### src/sv/ulh_pkg.sv
// ----------------------------------------------------------------------------
// ulh_pkg
// Shared constants, types and tables for the uniform LBP histogram block.
// ----------------------------------------------------------------------------
package ulh_pkg;

   localparam int MAX_WIDTH     = 2048;
   localparam int MAX_HEIGHT    = 4096;
   localparam int RING_ROWS     = 3;
   localparam int X_BITS        = $clog2(MAX_WIDTH);
   localparam int ROW_DEPTH     = RING_ROWS * MAX_WIDTH;
   localparam int ROW_ADDR_BITS = $clog2(ROW_DEPTH);
   localparam int COUNT_BITS    = 24;
   localparam int NUM_BINS      = 256;
   localparam int NUM_UNIFORM   = 58;
   localparam int WIDTH_BITS    = 12;
   localparam int HEIGHT_BITS   = 13;
   localparam int CSR_BITS      = 13;

   localparam logic CSR_IMAGE_WIDTH  = 1'b0;
   localparam logic CSR_IMAGE_HEIGHT = 1'b1;

   typedef enum logic [2:0] {
      ST_IDLE,
      ST_LOAD,
      ST_CODE,
      ST_HWR,
      ST_MINMAX,
      ST_EMIT
   } state_type;

   // [row: top, middle, bottom][column: left, center, right]
   typedef logic [2:0][2:0][7:0] win_type;

   typedef struct packed {
      logic top_ok;
      logic bot_ok;
      logic left_ok;
      logic right_ok;
   } edge_type;

   function automatic logic [1:0] ring_inc(input logic [1:0] r);
      ring_inc = (r == 2'd2) ? 2'd0 : r + 2'd1;
   endfunction

   function automatic logic [1:0] ring_dec(input logic [1:0] r);
      ring_dec = (r == 2'd0) ? 2'd2 : r - 2'd1;
   endfunction

   function automatic logic [7:0] uniform_code(input logic [5:0] i);
      case (i)
         6'd0:  uniform_code = 8'd0;    6'd1:  uniform_code = 8'd1;
         6'd2:  uniform_code = 8'd2;    6'd3:  uniform_code = 8'd3;
         6'd4:  uniform_code = 8'd4;    6'd5:  uniform_code = 8'd6;
         6'd6:  uniform_code = 8'd7;    6'd7:  uniform_code = 8'd8;
         6'd8:  uniform_code = 8'd12;   6'd9:  uniform_code = 8'd14;
         6'd10: uniform_code = 8'd15;   6'd11: uniform_code = 8'd16;
         6'd12: uniform_code = 8'd24;   6'd13: uniform_code = 8'd28;
         6'd14: uniform_code = 8'd30;   6'd15: uniform_code = 8'd31;
         6'd16: uniform_code = 8'd32;   6'd17: uniform_code = 8'd48;
         6'd18: uniform_code = 8'd56;   6'd19: uniform_code = 8'd60;
         6'd20: uniform_code = 8'd62;   6'd21: uniform_code = 8'd63;
         6'd22: uniform_code = 8'd64;   6'd23: uniform_code = 8'd96;
         6'd24: uniform_code = 8'd112;  6'd25: uniform_code = 8'd120;
         6'd26: uniform_code = 8'd124;  6'd27: uniform_code = 8'd126;
         6'd28: uniform_code = 8'd127;  6'd29: uniform_code = 8'd128;
         6'd30: uniform_code = 8'd129;  6'd31: uniform_code = 8'd131;
         6'd32: uniform_code = 8'd135;  6'd33: uniform_code = 8'd143;
         6'd34: uniform_code = 8'd159;  6'd35: uniform_code = 8'd191;
         6'd36: uniform_code = 8'd192;  6'd37: uniform_code = 8'd193;
         6'd38: uniform_code = 8'd195;  6'd39: uniform_code = 8'd199;
         6'd40: uniform_code = 8'd207;  6'd41: uniform_code = 8'd223;
         6'd42: uniform_code = 8'd224;  6'd43: uniform_code = 8'd225;
         6'd44: uniform_code = 8'd227;  6'd45: uniform_code = 8'd231;
         6'd46: uniform_code = 8'd239;  6'd47: uniform_code = 8'd240;
         6'd48: uniform_code = 8'd241;  6'd49: uniform_code = 8'd243;
         6'd50: uniform_code = 8'd247;  6'd51: uniform_code = 8'd248;
         6'd52: uniform_code = 8'd249;  6'd53: uniform_code = 8'd251;
         6'd54: uniform_code = 8'd252;  6'd55: uniform_code = 8'd253;
         6'd56: uniform_code = 8'd254;  6'd57: uniform_code = 8'd255;
         default: uniform_code = 8'd0;
      endcase
   endfunction

endpackage

### src/sv/ulh_code.sv
// ----------------------------------------------------------------------------
// ulh_code
// Forms the 8-neighbor LBP code of the window center, clockwise from top-left.
// ----------------------------------------------------------------------------
module ulh_code (
   input  ulh_pkg::win_type  win,
   input  ulh_pkg::edge_type edges,
   output logic [7:0]        code
);

   logic [7:0] c;
   logic [7:0] ok;
   logic [7:0][7:0] nb;

   always_comb begin
      c     = win[1][1];
      nb[0] = win[0][0];  ok[0] = edges.top_ok & edges.left_ok;
      nb[1] = win[0][1];  ok[1] = edges.top_ok;
      nb[2] = win[0][2];  ok[2] = edges.top_ok & edges.right_ok;
      nb[3] = win[1][2];  ok[3] = edges.right_ok;
      nb[4] = win[2][2];  ok[4] = edges.bot_ok & edges.right_ok;
      nb[5] = win[2][1];  ok[5] = edges.bot_ok;
      nb[6] = win[2][0];  ok[6] = edges.bot_ok & edges.left_ok;
      nb[7] = win[1][0];  ok[7] = edges.left_ok;
      for (int i = 0; i < 8; i++) begin
         code[i] = ok[i] & (nb[i] >= c);
      end
   end

endmodule

### config.mk
export PLATFORM = sky130hd
export DESIGN_NAME = ulh_code
export DESIGN_NICKNAME = d
export VERILOG_FILES = /design/src/sv/ulh_pkg.sv /design/src/sv/ulh_code.sv
export SDC_FILE = /design/constraint.sdc
export NUM_CORES = 1
export LEC_CHECK = 0
export BUFFER_PORTS_ARGS = -buffer_cell sky130_fd_sc_hd__buf_2
export CAP_MARGIN = 25
export CORE_MARGIN = 4
export CORE_UTILIZATION = 50
export DETAILED_ROUTE_END_ITERATION = 16
export PLACE_DENSITY = 0.89
export SKIP_LAST_GASP = 1
export SLEW_MARGIN = 5
export SYNTH_ARGS = -nofsm -noshare
export SYNTH_HDL_FRONTEND = slang
export SYNTH_SLANG_ARGS = --single-unit
### constraint.sdc
create_clock -name vclk -period 2.55
set_clock_uncertainty 0.2 [all_clocks]
set_input_delay 0.1275 -clock vclk [all_inputs]
set_output_delay 0.1275 -clock vclk [all_outputs]
set_load 0.05 [all_outputs]
**After elaboration in Yosys (flattened, before gate mapping)**

Index checks and enable logic that the tools add are counted.

- Bitwise gates (word level): 12
- Magnitude comparators: 8

Operators by type and width:

| kind | number |
|---|---|
| 8-bit greater-or-equal comparator | 8 |
| 1-bit AND | 12 |

- Register bits after elaboration: 0
- Logic and storage cells: 20

**Depth between registers and ports, before layout**

Gate-level depths: netlist of the first run.

- Depth in word-level cells: 2
- Gate-level depth with buffers: 6
- Gate-level depth less buffers: 6

**Worst setup path after synthesis of the first run**

Ideal clock, no wire load.

- Path kind: input to output
- From: input win[33] (netlist name)
- To: output code[3]
- Required time: 2223 ps
- Cell stages on the path: 5
- Slack: 333 ps
- Arrival: 1890 ps
- Cell sequence: inv_1 ha_1 a21o_1 a211oi_1 o32ai_1

- Cells in the longest elaborated chain, start to end: 2

RTL lines:

| item | RTL line | RTL |
|---|---|---|
| from (decl) | ulh_code.sv:6 | `input ulh_pkg::win_type win,` |
| 8-bit greater-or-equal comparator | ulh_code.sv:26 | `code[i] = ok[i] & (nb[i] >= c);` |
| 1-bit AND | ulh_code.sv:26 |  |
| to (decl) | ulh_code.sv:8 | `output logic [7:0] code` |

Every way passes these cells.

**Final worst setup path of the first run**

- From: input win[32] (netlist name)
- To: output code[6]

The elaborated chain is that of the path after synthesis.

==> impl_metrics.csv, run 1 <==
group,metric,value,unit
global_route,grt_overflow,0,
pwr,p_sw,0.1695,mW
sta,fin_ws,0.5559,ns
global_route,grt_usage,19.20,%
global_route,antenna_found_initial,0,
finish,antenna_cells,0,
sta,worstMarginPinSlew,0.3439,ns
min_path,hold_class,"in2out",
status,status,"finished, final reports clean",
die,ios,84,
pwr,p_sw_share,53.16,%
sta,min_period,1.994,ns
sta,rsz0062_at_grt,"no",
die,core_area,2734,µm²
pwr,peakVddDrop,0.1266,mV
placement,port_buffers,84,
sta,slew_headroom,77.05,%
finish,drive_gt1_share,36.44,%
route,first_iter_violations,73,
pwr,power_leakage,1.111,nW
die,die_h,61.37,µm
synthesis,synth_top_area_share,56.24,%
synthesis,synth_top_area_cell,"ha_1",
placement,pre_cts_ws,0.5332,ns
finish,n_clock_buffer,0,
pwr,seq_power_share,0,%
global_route,grt_pass1_wl,5699,µm
finish,nets,389,
global_route,grt_pass1_vias,1493,
synthesis,synth_cell_types,21,
critical_path,cp-endpoint,"code[6]",
critical_path,cp_slowest_cell,"a2111oi_2",
route,remaining_drc_errors,0,
route,first_pass_iters,4,
finish,multi_input_area,1368,µm²
placement,place.gp.congestion,0.7694,
critical_path,crit_chain,"buf_2 > ha_1 > nand2b_4 > a2111oi_2 > nor3_1 > o31a_1 > buf_2",
synthesis,yosys-top-cells-area,"ha_1 (56%), a211oi_1 (4.2%), a21o_1 (4.2%)",
sta,finalCritPeriodShare,78.20,%
sta,setup_viol,0,
global_route,grt_start_max_net_pins,9,
synthesis,synth_fp_nets,303,
critical_path,timing.critical_path.from,"win[32]",
critical_path,critPathCaptureType,"output pin",
route,dr_total_vias,1563,
critical_path,max_stage_delay,0.34,ns
finish,fill_cells,241,
critical_path,path_common_cell,"buf_2",
route,drt-vias-per-instance,5.622,
synthesis,syn_area_per_cell,8.735,µm²
clock_tree,cts_resized,0,
sta,tns,0,ns
route,drt_wl_total,3700,µm
run,drv_cap,0,
die,die_area,3766,µm²
critical_path,critPathMaxFanout,8,
critical_path,cp.arrival,1.67,ns
pwr,p_int,0.1494,mW
pwr,p_comb_share,100.0,%
placement,place_hpwl,3409,µm
finish,regArea,0,µm²
route,final_antenna_net_count,0,
sta,slew_violations,0,
synthesis,synth_most_common_cell,"ha_1",
finish,syn2layout_area_growth,32.25,%
clock_tree,postCtsHoldBufs,0,
synthesis,synthTopCellsByCount,"ha_1 (64), inv_1 (15), nand3_1 (11)",
synthesis,syn-cell-area,1424,µm²
pwr,pwr-share-clk,0,%
critical_path,start_kind,"input pin",
sta,hold_viol,0,
sta,max_freq,501.5,MHz
synthesis,synth_cells,163,
die,rows,19,
finish,seq_cell_count,0,
clock_tree,postCtsSetupBuffers,0,
critical_path,crit_type,"in2out",
die,initial_core_util,52.08,%
min_path,min_path_cells,4,
die,die_w,61.37,µm
pwr,power_density,169.4,nW/µm²
route,routedWlPerCell,13.31,µm
critical_path,cp.required,2.22,ns
synthesis,synth_warnings,0,
synthesis,yosysSeqAreaShare,0,%
[worst max-delay path: cells and delay by family]
kind | cells | cell delay (ns)
compound gates | 2 | 0.63
buf+inv | 2 | 0.36
fa+ha+maj | 1 | 0.30
simple gates | 2 | 0.25
[power groups by stage]
stage          registers, mW  clock network (mW)  logic (mW)
2_1_floorplan              0                   0       0.205
4_1_cts                    0                   0       0.323
3_3_place_gp               0                   0       0.309
3_5_place_dp               0                   0       0.321
6_report                   0                   0       0.319
5_1_grt                    0                   0       0.364
[through the flow]
step                cells  area (µm²)  hold slack (ns)  util (%)  power (mW)
floorplan             163        1424           0.3770         -      0.2049
global placement      278        1883           0.5304     68.88      0.3086
detailed placement    278        1883           0.5342     68.88      0.3213
CTS                   278        1883           0.5344     68.88      0.3226
global route          278        1883           0.5570     68.88      0.3636
finish                278        1883           0.5420     68.88      0.3189
[layout by cell type (no fill, tap or decap)]
master,instances
nand3_1,11
nand2b_4,3
a41oi_1,1
nor3_1,6
a2111oi_2,3
a211o_1,1
nand4_1,1
o32ai_1,4
nand2_1,7
o21ai_0,8
o211ai_1,4
buf_2,84
o21a_1,1
o31a_1,3
a21o_1,8
inv_1,15
nand2b_1,5
a21oi_1,6
a211oi_1,8
and3_1,1
a31oi_1,3
ha_1,64
[final cells by class]
class / count / area share, %
Multi-Input combinational cell: 148 / 72.62
Timing Repair Buffer: 84 / 22.33
Inverter: 15 / 2.990
Tap cell: 31 / 2.060
[per-layer routing]
metal / up-vias / part of all wire, % / track usage (%)
met5: - / 0 / 0
met4: 0 / 0 / 0
met3: 0 / 9.7 / 2.096
met2: 56 / 49 / 39.27
met1: 692 / 42 / 22.36
li1: 815 / - / -
[kinds of logic (layout without fill, tap and decap cells)]
family	count (synthesis)	in the layout	share of synthesized area, %
compound gates	50	50	26.01
buf+inv	15	99	3.954
fa+ha+maj	64	64	56.24
simple gates	34	34	13.80
[worst min-delay path by stage]
stage               startpoint  endpoint  slack, ns
floorplan             edges[0]   code[2]       0.38
detailed placement    edges[3]   code[0]       0.53
finish                edges[0]   code[3]       0.54
global placement      edges[0]   code[3]       0.53
global route          edges[3]   code[0]       0.56
CTS                   edges[3]   code[0]       0.53
(Power assumes the default switching activity.)
==> run 2: changes to the inputs <==
Settings changed: CORE_UTILIZATION 50 to 47, PLACE_DENSITY 0.89 to 0.85.
Clock period 2.55 ns to 2 ns, I/O delays scaled along.
==> run 2 against run 1 <==
Net effect:
- die area grew 5.5%
- global-route usage is essentially flat
- routed wire length grew 4.9%
- highest routed layer is now met4
- sequential share of layout area is the same
- combinational power grew 34%
- critical endpoint is now code[4]
==> impl_metrics.csv, run 2 (synthesis gave the netlist of run 1 again) <==
group,metric,value,unit
status,status,"finished, final reports clean",
placement,place.gp.congestion,0.7732,
sta,slew_headroom,76.33,%
placement,place_hpwl,3515,µm
pwr,pwr-share-clk,0,%
critical_path,max_stage_delay,0.35,ns
run,drv_cap,0,
finish,drive_gt1_share,38.96,%
finish,regArea,0,µm²
critical_path,cp.arrival,1.61,ns
clock_tree,postCtsHoldBufs,0,
sta,slew_violations,0,
critical_path,crit_type,"in2out",
pwr,power_leakage,1.123,nW
pwr,p_comb_share,100.0,%
sta,max_freq,523.0,MHz
route,remaining_drc_errors,0,
finish,final_core_util,69.00,%
sta,setup_viol,0,
critical_path,worst-path-buf-inv,2,
global_route,grt_start_max_net_pins,9,
critical_path,critPathMaxFanout,8,
global_route,grt_usage,19.17,%
die,die_h,63.04,µm
finish,final_cells,280,
sta,rsz0062_at_grt,"yes",
die,core_area,2829,µm²
finish,syn2layout_area_growth,37.08,%
critical_path,start_kind,"input pin",
sta,worstMarginPinSlew,0.3546,ns
placement,port_buffers,84,
global_route,grt_pass1_wl,6465,µm
route,first_iter_violations,49,
pwr,peakVddDrop,0.1250,mV
critical_path,critPathTopFamily,"compound AO/OA/AOI/OAI gates",
finish,final_common_cell,"buf_2",
pwr,seq_power_share,0,%
pwr,p_sw,0.2263,mW
route,drt-vias-per-instance,5.721,
sta,min_period,1.912,ns
placement,dp.cells,280,
critical_path,crit_chain,"buf_2 > ha_1 > nand2b_4 > a2111oi_2 > nor3_1 > o31a_1 > buf_4",
route,dr_total_vias,1602,
route,routedWlPerCell,13.86,µm
min_path,hold_class,"in2out",
global_route,antenna_found_initial,0,
critical_path,cp_slowest_cell,"a2111oi_2",
placement,pre_cts_ws,0.04232,ns
finish,nets,391,
critical_path,critPathCaptureType,"output pin",
placement,post_dp_cell_area,1928,µm²
sta,fin_ws,0.08799,ns
finish,n_clock_buffer,0,
route,first_pass_iters,4,
finish,finish.instance_area,1952,µm²
global_route,grt_pass1_vias,1582,
sta,hold_viol,0,
die,ios,84,
route,drt_wl_total,3880,µm
global_route,grt_overflow,0,
critical_path,cp.required,1.70,ns
sta,finalCritPeriodShare,95.60,%
die,rows,19,
route,final_antenna_net_count,0,
pwr,power_density,219.6,nW/µm²
pwr,p_sw_share,52.80,%
pwr,p_int,0.2023,mW
die,initial_core_util,50.33,%
finish,seq_cell_count,0,
die,die_w,63.04,µm
finish,antenna_cells,0,
die,die_area,3974,µm²
finish,final_cell_mix,"buf_2 (81), ha_1 (64), inv_1 (14)",
[run 2: layout make-up]
cell class	instances	area (µm²)
fill	237	877.1
inverter	15	60.06
timing repair buffer	86	442.9
tap	31	38.79
multi-input combinational	148	1410
[run 2: stage by stage]
stage / power, mW / hold slack (ns) / setup TNS (ns)
after global routing: 0.4925 / 0.4844 / -0.006677
after CTS: 0.4260 / 0.4612 / 0
final: 0.4286 / 0.4623 / 0
after floorplan: 0.2720 / 0.2762 / 0
after detailed placement: 0.4243 / 0.4609 / 0
after global placement: 0.4082 / 0.4560 / 0
[run 2: timing repair]
action / 4_1_cts / 5_1_grt
gates resized for setup: 0 / 8
endpoints found under the setup margin: 0 / 3
setup buffers: 0 / 0
endpoints found under the hold margin: 0 / 0
[run 2: worst min-delay path: cells and delay by family]
family | cells | cell delay [ns]
AO/OA/AOI/OAI | 1 | 0.05
buffers and inverters | 2 | 0.34
AND/OR/NAND/NOR | 1 | 0.07
[run 2: metal layers]
| layer | up-vias | wire length (µm) | GRT usage (%) |
|---|---|---|---|
| met4 | 0 | 14 | 1.102 |
| met5 | - | 0 | 0 |
| li1 | 816 | - | - |
| met3 | 2 | 266 | 2.518 |
| met1 | 727 | 1628 | 22.76 |
| met2 | 57 | 1970 | 37.42 |
[run 2: power by group through the flow]
stage          registers (mW)  clock network [mW]  logic, mW
2_1_floorplan               0                   0      0.272
3_3_place_gp                0                   0      0.408
3_5_place_dp                0                   0      0.424
4_1_cts                     0                   0      0.426
5_1_grt                     0                   0      0.492
6_report                    0                   0      0.429
[run 2: path summary, 6_finish.rpt]
check,start,end,slack [ns],cells after the start
worst max-delay path,win[32],code[4],0.09,7
worst min-delay path,edges[3],code[0],0.46,4
==> run 3: changes to the inputs <==
Settings changed: PLACE_DENSITY 0.85 to 0.95, SLEW_MARGIN 5 to 40.
==> run 3 against run 2 <==
Net effect:
- combinational power rose by 3%
- count of clock-buffer cells in the layout is the same
- first-iteration DRC count is 39% higher
- global-route usage grew 0.15 points
- sequential share of layout area is the same
- cell count fell by 0.71%
- via count decreased by 0.44%
- final area grew 2.2%
- non-clock buffer count down 2
- total power is 3.3% higher
- largest cell class unchanged
==> impl_metrics.csv, run 3 (synthesis gave the netlist of run 1 again) <==
group,metric,value,unit
critical_path,critPathMaxFanout,8,
run,drv_cap,0,
sta,max_freq,512.6,MHz
route,first_pass_iters,4,
placement,port_buffers,84,
die,initial_core_util,50.33,%
finish,regArea,0,µm²
global_route,grt_pass1_vias,1553,
finish,n_clock_buffer,0,
global_route,grt_start_max_net_pins,9,
finish,final_cell_mix,"buf_2 (81), ha_1 (61), inv_1 (13)",
critical_path,cp.arrival,1.65,ns
critical_path,timing.critical_path.from,"win[32]",
min_path,hp-start,"edges[2]",
pwr,peakVddDrop,0.1219,mV
clock_tree,postCtsSetupBuffers,0,
finish,final_common_cell,"buf_2",
min_path,hold_class,"in2out",
route,drt-vias-per-instance,5.737,
finish,syn2layout_area_growth,40.16,%
sta,slew_violations,0,
sta,worstMarginPinSlew,0.3362,ns
die,rows,19,
route,drt_wl_total,4007,µm
critical_path,critPathCaptureType,"output pin",
route,first_iter_violations,68,
finish,finish.instance_area,1996,µm²
die,ios,84,
placement,pre_cts_ws,0.02247,ns
sta,finalCritPeriodShare,97.54,%
route,remaining_drc_errors,0,
route,routedWlPerCell,14.41,µm
sta,setup_viol,0,
global_route,grt_pass1_wl,6458,µm
sta,slew_headroom,77.56,%
sta,hold_viol,0,
sta,rsz0062_at_grt,"yes",
die,die_w,63.04,µm
die,die_area,3974,µm²
global_route,grt_usage,19.32,%
die,core_area,2829,µm²
placement,post_dp_cell_area,1913,µm²
pwr,power_density,221.9,nW/µm²
sta,min_period,1.951,ns
finish,seq_cell_count,0,
sta,fin_ws,0.04913,ns
placement,place.gp.congestion,0.7542,
pwr,power_leakage,1.114,nW
global_route,grt_overflow,0,
critical_path,crit_type,"in2out",
route,final_antenna_net_count,0,
status,status,"finished, final reports clean",
route,dr_total_vias,1595,
placement,place_hpwl,3563,µm
global_route,antenna_found_initial,0,
finish,antenna_cells,0,
finish,drive_gt1_share,40.89,%
critical_path,start_kind,"input pin",
critical_path,cp.required,1.70,ns
finish,nets,389,
die,die_h,63.04,µm
==> run 3: layout make-up <==
type,instances,area (µm²)
multi-input cells,148,1458
repair buffers,84,435.4
well taps,31,38.79
fillers,247,833.3
inverters,15,63.81
==> run 3: critical path, cell delays in order <==
cell,delay [ns]
clkbuf_4,0.16
ha_1,0.29
nand2b_4,0.14
a2111oi_2,0.34
nor3_1,0.11
o31a_1,0.29
buf_2,0.21
==> run 3: timing repair <==
action	CTS	global route
resized for setup	0	15
endpoints found under the hold margin	0	0
setup endpoints to repair	0	4
hold buffers	0	0
==> run 3: routing by layer <==
metal | track usage, % | vias up | routed length [µm]
li1 | - | 818 | -
met1 | 23.29 | 709 | 1655
met2 | 36.63 | 66 | 2010
met3 | 3.237 | 2 | 314
met4 | 1.377 | 0 | 27
met5 | 0 | - | 0
==> run 3: report_power, final <==
group | switching [mW] | total [mW] | internal [mW]
Combinational | 0.234 | 0.443 | 0.209
Sequential | 0 | 0 | 0
Clock | 0 | 0 | 0
==> run 3: stage by stage <==
step | cells | TNS (ns) | total power, mW | utilization [%] | hold WS [ns]
2_1_floorplan | 163 | 0 | 0.2720 | - | 0.2762
3_3_place_gp | 278 | 0 | 0.4035 | 67.62 | 0.4818
3_5_place_dp | 278 | 0 | 0.4215 | 67.62 | 0.4823
4_1_cts | 278 | 0 | 0.4238 | 67.62 | 0.4853
5_1_grt | 278 | -0.03607 | 0.5018 | 70.54 | 0.5132
6_report | 278 | 0 | 0.4429 | 70.54 | 0.4612
==> run 3: worst paths after layout <==
path                  end  slack (ns)  cells past startpoint
setup / recovery  code[2]        0.05                      7
hold / removal    code[6]        0.46                      5
